==> src/design/pprc_pkg.sv <==
// ----------------------------------------------------------------------------
// pprc_pkg
// Types, codes and constants of the phone pin relay controller.
// ----------------------------------------------------------------------------
package pprc_pkg;

	localparam int PIN_DIGITS = 4;
	localparam int PIN_SHOWN  = (PIN_DIGITS < 4) ? PIN_DIGITS : 4;
	localparam int ENTRY_IDX_W = (PIN_DIGITS > 1) ? $clog2(PIN_DIGITS) : 1;

	typedef logic [3:0] digit_t;
	typedef digit_t [PIN_DIGITS-1:0] pin_arr_t;

	typedef enum logic [2:0] {
		MODE_IDLE = 3'd0,
		MODE_RING = 3'd1,
		MODE_AUTH = 3'd2,
		MODE_CTRL = 3'd3,
		MODE_PROG = 3'd4
	} mode_t;

	typedef enum logic [1:0] {
		CMD_TICK   = 2'd0,
		CMD_RING   = 2'd1,
		CMD_BUTTON = 2'd2,
		CMD_DIGIT  = 2'd3
	} cmd_t;

	typedef enum logic [2:0] {
		REG_ANSWER_RINGS = 3'd0,
		REG_RING_GAP     = 3'd1,
		REG_SESSION      = 3'd2,
		REG_INIT_PIN     = 3'd3,
		REG_INIT_RELAYS  = 3'd4
	} reg_idx_t;

	localparam digit_t DTMF_ONE  = 4'd1;
	localparam digit_t DTMF_TWO  = 4'd2;
	localparam digit_t DTMF_FOUR = 4'd4;
	localparam digit_t DTMF_FIVE = 4'd5;
	localparam digit_t DTMF_ZERO = 4'd10;
	localparam digit_t DTMF_STAR = 4'd11;

	localparam logic [3:0]  RST_ANSWER_RINGS = 4'd4;
	localparam logic [15:0] RST_RING_GAP     = 16'd5000;
	localparam logic [15:0] RST_SESSION      = 16'd10000;
	localparam logic [15:0] RST_INIT_PIN     = 16'd0;
	localparam logic [1:0]  RST_INIT_RELAYS  = 2'd0;

	localparam logic [8:0] GREET_MS = 9'd500;
	localparam logic [8:0] PROG_MS  = 9'd200;
	localparam logic [8:0] CTRL_MS  = 9'd100;

	localparam logic [3:0] COUNT_MAX   = 4'd15;
	localparam logic [15:0] ELAPSED_MAX = 16'hFFFF;

	typedef struct packed {
		logic        relay_one;
		logic        relay_two;
		logic        off_hook;
		logic [2:0]  beep_count;
		logic [8:0]  beep_ms;
		logic        relays_store;
		logic        pin_store;
		logic [15:0] pin_value;
		logic [2:0]  mode;
	} result_t;

	// unpack register word into pin digits, digits past the fourth read zero
	function automatic pin_arr_t load_pin(input logic [15:0] pin);
		pin_arr_t p;
		p = '0;
		for (int i = 0; i < PIN_SHOWN; i++) begin
			p[i] = 4'(pin >> (4 * i));
		end
		return p;
	endfunction

	function automatic logic [15:0] pack_pin(input pin_arr_t p);
		logic [15:0] v;
		v = '0;
		for (int i = 0; i < PIN_SHOWN; i++) begin
			v = v | (16'(p[i]) << (4 * i));
		end
		return v;
	endfunction

endpackage

==> src/design/phone_pin_relay_controller_unit.sv <==
// ----------------------------------------------------------------------------
// phone_pin_relay_controller_unit
// Event driven answering controller: ring counting, pin check, relay control
// and pin programming, one result item for every event item.
// ----------------------------------------------------------------------------
//  channel  | direction | handshake               | payload
//  in       | in        | in_valid / in_stall     | command, digit
//  out      | out       | out_valid / out_stall   | relay_one .. mode
//  cfg      | in        | cfg_valid / cfg_ready   | cfg_index, cfg_data
//
// an item is registered in the input register on acceptance and its result in the result register
// one item is taken every cycle while out_stall is low, set by the single pass between the two registers
// out_stall holds the result register; the input register then fills and
// in_stall rises only while both are occupied
// arst_n restores control state, registers, pin and relays to their reset values
// cfg_ready is always high; writes are meant for idle periods only
module phone_pin_relay_controller_unit (
	input  logic        clk,
	input  logic        arst_n,
	input  logic        in_valid,
	output logic        in_stall,
	input  logic [1:0]  command,
	input  logic [3:0]  digit,
	output logic        out_valid,
	input  logic        out_stall,
	output logic        relay_one,
	output logic        relay_two,
	output logic        off_hook,
	output logic [2:0]  beep_count,
	output logic [8:0]  beep_ms,
	output logic        relays_store,
	output logic        pin_store,
	output logic [15:0] pin_value,
	output logic [2:0]  mode,
	input  logic        cfg_valid,
	output logic        cfg_ready,
	input  logic [2:0]  cfg_index,
	input  logic [15:0] cfg_data
);
	import pprc_pkg::*;

	// input stage
	logic       valid_s1;
	cmd_t       command_s1;
	digit_t     digit_s1;

	// result stage
	logic       valid_s2;
	result_t    res_s2;

	// controller state
	mode_t      mode_q;
	logic [3:0] count_q;
	logic [15:0] elapsed_q;
	pin_arr_t   entry_q;
	pin_arr_t   pin_q;
	logic [1:0] relay_q;

	// configuration
	logic [3:0]  answer_q;
	logic [15:0] ring_gap_q;
	logic [15:0] session_q;

	logic in_take;
	logic step;
	logic cfg_take;

	mode_t      mode_n;
	logic [3:0] count_n;
	logic [15:0] elapsed_n;
	pin_arr_t   entry_n;
	pin_arr_t   pin_n;
	logic [1:0] relay_n;
	logic [2:0] beep_n;
	logic [8:0] beep_len_n;
	logic       rstore_n;
	logic       pstore_n;
	result_t    res_n;

	assign step      = valid_s1 && !(valid_s2 && out_stall);
	assign in_stall  = valid_s1 && !step;
	assign in_take   = in_valid && !in_stall;
	assign cfg_ready = 1'b1;
	assign cfg_take  = cfg_valid && cfg_ready;

	always_ff @(posedge clk or negedge arst_n) begin
		if (!arst_n) begin
			valid_s1 <= 1'b0;
		end else if (in_take) begin
			valid_s1 <= 1'b1;
		end else if (step) begin
			valid_s1 <= 1'b0;
		end
	end

	always_ff @(posedge clk) begin
		if (in_take) begin
			command_s1 <= cmd_t'(command);
			digit_s1   <= digit;
		end
	end

	always_ff @(posedge clk or negedge arst_n) begin
		if (!arst_n) begin
			valid_s2 <= 1'b0;
		end else if (step) begin
			valid_s2 <= 1'b1;
		end else if (!out_stall) begin
			valid_s2 <= 1'b0;
		end
	end

	always_ff @(posedge clk) begin
		if (step) begin
			res_s2 <= res_n;
		end
	end

	// next state for one event
	always_comb begin
		mode_t      cur;
		logic [3:0] cnt;
		logic [15:0] elap;
		logic [15:0] elap_inc;
		logic [3:0] ring_cnt;
		logic       numeric;
		logic       take;

		cur  = mode_q;
		cnt  = count_q;
		elap = elapsed_q;
		if (!(mode_q == MODE_IDLE || mode_q == MODE_RING || mode_q == MODE_AUTH ||
				mode_q == MODE_CTRL || mode_q == MODE_PROG)) begin
			cur  = MODE_IDLE;
			cnt  = '0;
			elap = '0;
		end
		elap_inc = (elap == ELAPSED_MAX) ? elap : elap + 16'd1;
		numeric  = (digit_s1 >= DTMF_ONE) && (digit_s1 <= DTMF_ZERO);
		ring_cnt = (cur == MODE_IDLE) ? 4'd0 : cnt;
		ring_cnt = (ring_cnt < COUNT_MAX) ? ring_cnt + 4'd1 : ring_cnt;
		take     = 1'b0;

		mode_n     = cur;
		count_n    = cnt;
		elapsed_n  = elap;
		entry_n    = entry_q;
		pin_n      = pin_q;
		relay_n    = relay_q;
		beep_n     = '0;
		beep_len_n = '0;
		rstore_n   = 1'b0;
		pstore_n   = 1'b0;

		unique case (cur)
			MODE_IDLE, MODE_RING: begin
				unique case (command_s1)
					CMD_TICK: begin
						if (cur == MODE_RING) begin
							elapsed_n = elap_inc;
							if (elap_inc >= ring_gap_q) begin
								mode_n    = MODE_IDLE;
								count_n   = '0;
								elapsed_n = '0;
							end
						end
					end
					CMD_RING: begin
						mode_n    = MODE_RING;
						count_n   = ring_cnt;
						elapsed_n = '0;
						if (ring_cnt > answer_q) begin
							mode_n     = MODE_AUTH;
							count_n    = '0;
							beep_n     = 3'd1;
							beep_len_n = GREET_MS;
						end
					end
					CMD_BUTTON: begin
						mode_n     = MODE_PROG;
						count_n    = '0;
						elapsed_n  = '0;
						beep_n     = 3'd2;
						beep_len_n = PROG_MS;
					end
					default: begin
					end
				endcase
			end
			MODE_AUTH, MODE_PROG: begin
				if (command_s1 == CMD_TICK) begin
					elapsed_n = elap_inc;
					if (elap_inc >= session_q) begin
						mode_n    = MODE_IDLE;
						count_n   = '0;
						elapsed_n = '0;
					end
				end else if (cur == MODE_PROG && command_s1 == CMD_BUTTON) begin
					mode_n    = MODE_IDLE;
					count_n   = '0;
					elapsed_n = '0;
				end else if (command_s1 == CMD_DIGIT) begin
					if (cur == MODE_AUTH && digit_s1 == DTMF_STAR) begin
						mode_n    = MODE_IDLE;
						count_n   = '0;
						elapsed_n = '0;
					end else if (numeric) begin
						if (cnt < 4'(PIN_DIGITS)) begin
							entry_n[cnt[ENTRY_IDX_W-1:0]] = digit_s1;
							count_n = cnt + 4'd1;
						end
						take = (count_n >= 4'(PIN_DIGITS));
					end
				end
				if (take && cur == MODE_AUTH) begin
					if (entry_n == pin_q) begin
						mode_n     = MODE_CTRL;
						count_n    = '0;
						beep_n     = 3'd1;
						beep_len_n = GREET_MS;
					end else begin
						mode_n    = MODE_IDLE;
						count_n   = '0;
						elapsed_n = '0;
					end
				end
				if (take && cur == MODE_PROG) begin
					pin_n      = entry_n;
					pstore_n   = 1'b1;
					beep_n     = 3'd2;
					beep_len_n = PROG_MS;
					mode_n     = MODE_IDLE;
					count_n    = '0;
					elapsed_n  = '0;
				end
			end
			MODE_CTRL: begin
				if (command_s1 == CMD_TICK) begin
					elapsed_n = elap_inc;
					if (elap_inc >= session_q) begin
						mode_n    = MODE_IDLE;
						count_n   = '0;
						elapsed_n = '0;
					end
				end else if (command_s1 == CMD_DIGIT) begin
					elapsed_n = '0;
					unique case (digit_s1)
						DTMF_ONE: begin
							relay_n    = relay_q | 2'b01;
							rstore_n   = 1'b1;
							beep_n     = 3'd1;
							beep_len_n = CTRL_MS;
						end
						DTMF_TWO: begin
							relay_n    = relay_q & 2'b10;
							rstore_n   = 1'b1;
							beep_n     = 3'd2;
							beep_len_n = CTRL_MS;
						end
						DTMF_FOUR: begin
							relay_n    = relay_q | 2'b10;
							rstore_n   = 1'b1;
							beep_n     = 3'd4;
							beep_len_n = CTRL_MS;
						end
						DTMF_FIVE: begin
							relay_n    = relay_q & 2'b01;
							rstore_n   = 1'b1;
							beep_n     = 3'd5;
							beep_len_n = CTRL_MS;
						end
						DTMF_STAR: begin
							mode_n  = MODE_IDLE;
							count_n = '0;
						end
						default: begin
						end
					endcase
				end
			end
			default: begin
			end
		endcase
	end

	// result item
	always_comb begin
		res_n.relay_one    = relay_n[0];
		res_n.relay_two    = relay_n[1];
		res_n.off_hook     = (mode_n == MODE_AUTH) || (mode_n == MODE_CTRL) ||
			(mode_n == MODE_PROG);
		res_n.beep_count   = beep_n;
		res_n.beep_ms      = beep_len_n;
		res_n.relays_store = rstore_n;
		res_n.pin_store    = pstore_n;
		res_n.pin_value    = pack_pin(pin_n);
		res_n.mode         = mode_n;
	end

	always_ff @(posedge clk or negedge arst_n) begin
		if (!arst_n) begin
			mode_q     <= MODE_IDLE;
			count_q    <= '0;
			elapsed_q  <= '0;
			pin_q      <= load_pin(RST_INIT_PIN);
			relay_q    <= RST_INIT_RELAYS;
			answer_q   <= RST_ANSWER_RINGS;
			ring_gap_q <= RST_RING_GAP;
			session_q  <= RST_SESSION;
		end else begin
			if (step) begin
				mode_q    <= mode_n;
				count_q   <= count_n;
				elapsed_q <= elapsed_n;
				pin_q     <= pin_n;
				relay_q   <= relay_n;
			end
			if (cfg_take) begin
				unique case (cfg_index)
					REG_ANSWER_RINGS: answer_q   <= cfg_data[3:0];
					REG_RING_GAP:     ring_gap_q <= cfg_data;
					REG_SESSION:      session_q  <= cfg_data;
					REG_INIT_PIN:     pin_q      <= load_pin(cfg_data);
					REG_INIT_RELAYS:  relay_q    <= cfg_data[1:0];
					default: begin
					end
				endcase
			end
		end
	end

	// entry digits need no reset, always written before compared
	always_ff @(posedge clk) begin
		if (step) begin
			entry_q <= entry_n;
		end
	end

	assign out_valid    = valid_s2;
	assign relay_one    = res_s2.relay_one;
	assign relay_two    = res_s2.relay_two;
	assign off_hook     = res_s2.off_hook;
	assign beep_count   = res_s2.beep_count;
	assign beep_ms      = res_s2.beep_ms;
	assign relays_store = res_s2.relays_store;
	assign pin_store    = res_s2.pin_store;
	assign pin_value    = res_s2.pin_value;
	assign mode         = res_s2.mode;

endmodule

==> config.mk <==
export PLATFORM = sky130hd
export DESIGN_NAME = phone_pin_relay_controller_unit
export DESIGN_NICKNAME = d
export VERILOG_FILES = /design/src/design/pprc_pkg.sv /design/src/design/phone_pin_relay_controller_unit.sv
export SDC_FILE = /design/constraint.sdc
export NUM_CORES = 1
export LEC_CHECK = 0
export BUFFER_PORTS_ARGS = -buffer_cell sky130_fd_sc_hd__buf_2
export CORE_AREA = 2 2 139 141
export CTS_CLUSTER_SIZE = 10
export DETAILED_ROUTE_END_ITERATION = 12
export DIE_AREA = 0 0 141 143
export SLEW_MARGIN = 20
export SYNTH_ARGS = -nofsm -noshare
export SYNTH_HDL_FRONTEND = slang
export SYNTH_SLANG_ARGS = --single-unit
==> constraint.sdc <==
create_clock -name clk -period 11.6 [get_ports clk]
set_input_delay 0.58 -clock clk [delete_from_list [all_inputs] [get_ports clk]]
set_output_delay 0.58 -clock clk [all_outputs]
set_load 0.05 [all_outputs]
==> impl_metrics.toml, run 1 <==
[synth]
synth_largest_type_area_fraction_pct = 20.4
ys.warnings.count = 0
ys_async_sr_fraction_pct = 59.4
synth-seq-area-share_pct = 43.4
yosysUniqueCellTypes = 76
synth_area_sq_um = 8320
synth_enable_flop_cells = 54
biggest_area_contributors_in_the_synthesized_netlist = "dfrtp_1 (20%), edfxtp_1 (19%), ha_1 (7.2%), nand2_1 (5.8%), o21ai_0 (4.3%)"
ys.flop_type = "dfrtp_1"
synth-seq-cells = 133
netlist.top_cell.by_area = "dfrtp_1"
post_synth.cell_area_avg_sq_um = 9.11
synthCells = 914

[critical_path]
crit_path_max_fanout = 33
critPathKind = "flip-flop to flip-flop"
crit_path_start = "mode_q[0]"
crit_path_end_kind = "flip-flop"
critical_path_arrival_ps = 6140
r2r_end = "off_hook"
register_to_register_setup_slack_ps = 5640
reg2reg_depth = 23
timing.critical_path.slowest_stage_cell = "nor3_2"
crit_chain = "o21ai_2 > buf_4 > nand2_1 > inv_1 > ha_1 > and3_1 > nand3_1 > nor3_2 > nor2b_1 > and3_1 > xnor2_1 > nor2_1 > ha_1 > a21oi_1 > nor2_1 > a211o_1 > a221o_1 > a31oi_1 > buf_4 > nor2_1 > o21ai_0 > or2_2 > mux2i_1"
worstSetupStartpointType = "flip-flop"
worst_setup_path_endpoint = "off_hook"
required_time_worst_endpoint_ps = 11780
critPathMaxStageDelay_ps = 730
path_common_cell = "nor2_1"
worst_r2r_startpoint = "mode_q[0]"

[place]
portBuffers = 65
final_weighted_congestion_in_routability_driven_placement = 0.916
placed_area_sq_um = 8820
hpwl_microns = 16000
dp.cells = 1179

[grt]
globalRoute.busiestLayer = "met2"
first_global_vias = 6611
grt_overflow_total = 0
grt_usage_pct = 23.6
use_met1_pct = 32.8
antenna_found_initial = 0
grt_pass1_wl_microns = 36300
grt_start_max_net_pins = 61
globalRouteMet2Util_pct = 36.9
globalRouteMet3Util_pct = 3.96

[clock_network]
cts_tree = "done"
cts_inserted_buffers = 17
cts.repair.resized = 0
postCtsSetupRepairBufs = 0
clock_tree_root = "clkbuf_16"
cts.htree.levels = 4
cts_clk_pin_slew_worst_paths_ps = 60
cts-root-to-sink-buffers = 2
holdBufCountCts = 0
clock_sinks = 133
clkLatencyLatePin_ps = 440

[drt]
vias = 6905
routed_wirelength_microns = 22800
remaining_antenna_violation_count = 0
drt_iter0_drc = 650
firstDrtPassIters = 5
wl_cell_microns = 18.8
drc = 0
detail_route.vias_per_cell = 5.70

[pwr]
fraction_of_power_consumed_by_the_clock_network_pct = 30.5
ir_drop_mv = 0.112
comb_power_share_pct = 32.1
powerDensity_nw_per_um2 = 188
cellLeakagePower_nw = 4.06
p_int_w = 0.00110
switching_share_pct = 37.8
net-switching-power_w = 0.000670
overall_power_consumption_w = 0.00177
p_seq_share_pct = 37.4

[final_layout]
multi_input_comb_area_sq_um = 4240
diodes = 0
layout_common_cells = "nand2_1 (128), nor2_1 (74), inv_1 (72), o21ai_0 (71), dfrtp_1 (68)"
fin_nets = 1042
layout_commonest_cell = "nand2_1"
layout.filler_cells = 1716
register_area_sq_um = 3610
drive_above_1_share_pct = 16.5
area_growth_synth_to_finish_pct = 13.1
instances_no_fill = 1211
utilization_pct = 50.7
final_design_area_no_fill_sq_um = 9410

[sta]
max-slew-margin-rel_pct = 29.9
timing_max_transition_violations_final = 0
rsz0062_at_grt = "false"
fmaxAchievable_ghz = 0.168
final_period_util_pct = 51.4
setup_violations = 0
totalNegativeSetupSlack_ps = 0
tightest_slew_ps = 1050
hold_viol = 0
final_period_minus_worst_setup_slack_ps = 5960
finClkSkew_ps = 12.0

[die]
initial_core_util_pct = 44.8
ioPinCount = 69
die_height_microns = 143
dieArea_sq_um = 20200
placementRows = 50
floorplan.die.width_microns = 141
design.core.area_sq_um = 18600

[job]
max_cap_violations = 0

[status]
outcome = "finished clean"

[hold_path]
hold_path.class = "input port to asynchronous set/reset pin"
[worst max-delay path, delay by kind of cell (launching register included)]
family	cells	cell delay (ps)
adder cells (fa/ha/maj)	2	450
buffers and inverters	3	670
multiplexers	1	60
AO/OA/AOI/OAI	6	1450
AND/OR/NAND/NOR	10	2340
XOR/XNOR	1	130
flip-flops	1	580
[flip-flops by register name (all words and copies together) (netlist names), 5 cells and up]
| signal | flops |
|---|---|
| pin_value | 16 |
| elapsed_q | 16 |
| ring_gap_q | 16 |
| beep_ms | 5 |
| session_q | 16 |
| pin_q | 16 |
| entry_q | 16 |
[kinds of logic after synthesis]
family / Yosys count / synth area share, %
and+or+nand+nor: 306 / 17.2
other: 2 / 0.0902
buffers and inverters: 120 / 6.00
AOI/OAI and AO/OA: 240 / 18.4
muxes: 33 / 4.30
xor gates and xnor gates: 32 / 3.37
DFF: 133 / 43.4
adders and majority gates: 48 / 7.22
[routing by layer]
metal  vias up  part of all wire, %
li1       3343                    -
met1      3318                   46
met2       213                   46
met3        31                  5.4
met4         0                  1.9
met5         -                    0
[synthesized netlist by cell type (all sizes together) (22+ instances only)]
cell type / n
nand2: 128
o21ai: 82
nor2: 75
inv: 73
dfrtp: 68
edfxtp: 54
ha: 48
a21oi: 41
a31oi: 28
clkbuf: 28
mux2: 22
nand3: 22
[worst min-delay path by stage]
stage / depth (start not counted) / slack [ps] / endpoint
2_1_floorplan: 0 / 280 / answer_q[0]
3_3_place_gp: 1 / 470 / out_valid
3_5_place_dp: 1 / 480 / out_valid
4_1_cts: 1 / 100 / ring_gap_q[1]
5_1_grt: 1 / 130 / ring_gap_q[1]
6_report: 1 / 90 / ring_gap_q[1]
[power groups by stage]
stage          combinational (W)  clock, W  sequential (W)
5_1_grt                 0.000628  0.000567        0.000675
3_3_place_gp            0.000557         0        0.000668
2_1_floorplan           0.000364         0        0.000711
4_1_cts                 0.000566  0.000548        0.000662
3_5_place_dp            0.000561         0        0.000670
6_report                0.000568  0.000539        0.000662
[area by class of cell]
class | instances | share of cell area (%)
multi-input combinational | 662 | 45.0
inverter | 74 | 2.95
timing repair buffer | 76 | 4.36
sequential | 133 | 38.4
clock buffer | 20 | 4.96
tap | 234 | 3.11
clock inverter | 12 | 1.24
[per-stage QoR]
stage	worst slack, ps	hold slack [ps]
after floorplan	6480	284
after global placement	5830	466
after detailed placement	5810	476
after CTS	5780	101
after global routing	5270	133
final	5640	93.2
No activity file was read; power rests on OpenSTA's default activity.
==> run 2: changes to the inputs <==
==> constraint.sdc (replaced) <==
create_clock -name clk -period 6 [get_ports clk]
set_input_delay 0.3 -clock clk [delete_from_list [all_inputs] [get_ports clk]]
set_output_delay 0.3 -clock clk [all_outputs]
set_load 0.05 [all_outputs]
==> impl_metrics.toml, run 2 (same netlist as run 1, synthesis figures left out) <==
[grt]
antenna_found_initial = 0
grt_pass1_wl_microns = 35700
grt_start_max_net_pins = 60
grt_usage_pct = 23.0
first_global_vias = 6599
grt_overflow_total = 0

[die]
dieArea_sq_um = 20200
initial_core_util_pct = 44.8
floorplan.die.width_microns = 141
design.core.area_sq_um = 18600
die_height_microns = 143
placementRows = 50
ioPinCount = 69

[drt]
firstDrtPassIters = 5
detail_route.vias_per_cell = 5.69
remaining_antenna_violation_count = 0
wl_cell_microns = 18.6
vias = 6919
drt_iter0_drc = 519
routed_wirelength_microns = 22600
drc = 0

[clock_network]
cts_clk_pin_slew_worst_paths_ps = 60
cts.repair.resized = 0
cts_tree = "done"
holdBufCountCts = 1
cts_inserted_buffers = 17
cts.htree.levels = 4
clock_tree_root = "clkbuf_16"
cts-root-to-sink-buffers = 2
postCtsSetupRepairBufs = 0
clock_sinks = 133
clkLatencyLatePin_ps = 420

[sta]
fmaxAchievable_ghz = 0.187
max-slew-margin-rel_pct = 40.3
setup_violations = 0
rsz0062_at_grt = "false"
timing_max_transition_violations_final = 0
hold_viol = 0
finClkSkew_ps = 8.85
final_period_minus_worst_setup_slack_ps = 5350
tightest_slew_ps = 895
totalNegativeSetupSlack_ps = 0
final_period_util_pct = 89.2

[final_layout]
register_area_sq_um = 3610
layout_common_cells = "nand2_1 (128), nor2_1 (74), inv_1 (72), o21ai_0 (71), dfrtp_1 (68)"
layout_commonest_cell = "nand2_1"
diodes = 0
fin_nets = 1047
drive_above_1_share_pct = 16.5
area_growth_synth_to_finish_pct = 13.5
multi_input_comb_area_sq_um = 4230
layout.filler_cells = 1759

[critical_path]
crit_chain = "o21ai_2 > nand2_1 > inv_1 > ha_1 > and3_1 > nand3_1 > nor3_2 > buf_4 > nor2b_1 > nand2_1 > o31ai_1 > ha_1 > nand4_1 > nor2_1 > a2111o_1 > a21oi_1 > nand2_1 > clkinv_1 > a31oi_1 > o221ai_2"
critical_path_arrival_ps = 5690
path_common_cell = "nand2_1"
cp_top_family = "compound AO/OA/AOI/OAI gates"
crit_path_max_fanout = 14
register_to_register_setup_slack_ps = 650
critPathMaxStageDelay_ps = 610
required_time_worst_endpoint_ps = 6330
crit_path_end_kind = "flip-flop"
cp_num_buf_inv = 3
critPathKind = "flip-flop to flip-flop"
worstSetupStartpointType = "flip-flop"
timing.critical_path.slowest_stage_cell = "dfrtp_1"

[pwr]
ir_drop_mv = 0.206
powerDensity_nw_per_um2 = 363
overall_power_consumption_w = 0.00342
cellLeakagePower_nw = 4.08

[place]
hpwl_microns = 16100
final_weighted_congestion_in_routability_driven_placement = 0.935
portBuffers = 65

[hold_path]
hold_path.class = "input port to flip-flop"

[job]
max_cap_violations = 0

[status]
outcome = "finished clean"
run 2: cell types whose count changed in the layout (fill, tap and decap cells not counted), sizes merged:
cell / change
buf: +4
clkinv: +4
clkbuf: -3
inv: -2
bufinv: +1
dlygate4sd3: +1
run 2: stage by stage:
step / hold WS [ps] / cell area, sq um / setup WS [ps] / cells / util (%)
after floorplan: 4.41 / 8330 / 882 / 915 / -
after global placement: 219 / 8850 / 959 / 1183 / 47.6
after detailed placement: 225 / 8850 / 814 / 1183 / 47.6
after CTS: 49.0 / 9440 / 765 / 1216 / 50.8
after global routing: 47.9 / 9440 / 215 / 1216 / 50.8
final: 58.5 / 9440 / 646 / 1216 / 50.8
run 2: final timing paths:
path / endpoint / cells past startpoint / from
worst max-delay path: elapsed_q[9] / 20 / mode_q[2]
worst min-delay path: digit_s1[0] / 1 / digit[0]
worst max register to register: elapsed_q[9] / 20 / mode_q[2]
worst min register to register: out_valid / 1 / valid_s1
max in group asynchronous: elapsed_q[15] / 3 / arst_n
min in group asynchronous: ring_gap_q[0] / 2 / arst_n
run 2: power breakdown:
part | switching, W | internal [W] | total [W]
Combinational | 0.000738 | 0.000369 | 0.00111
Sequential | 0.000121 | 0.00115 | 0.00128
Clock | 0.000428 | 0.000613 | 0.00104
run 2: per-layer routing:
| metal | GRT usage, % | vias to the layer above | share of wire (%) |
|---|---|---|---|
| li1 | - | 3360 | - |
| met1 | 30.5 | 3310 | 45 |
| met2 | 36.8 | 210 | 46 |
| met3 | 5.10 | 39 | 5.7 |
| met4 | 9.47 | 0 | 3.1 |
| met5 | 0 | - | 0 |
run 2: layout make-up:
| type | count | share of cell area (%) |
|---|---|---|
| multi-input cells | 662 | 44.8 |
| flip-flops and latches | 133 | 38.3 |
| repair buffers | 81 | 4.77 |
| clock buffers | 17 | 4.51 |
| well taps | 234 | 3.10 |
| inverters | 74 | 2.94 |
| clock inverters | 15 | 1.63 |
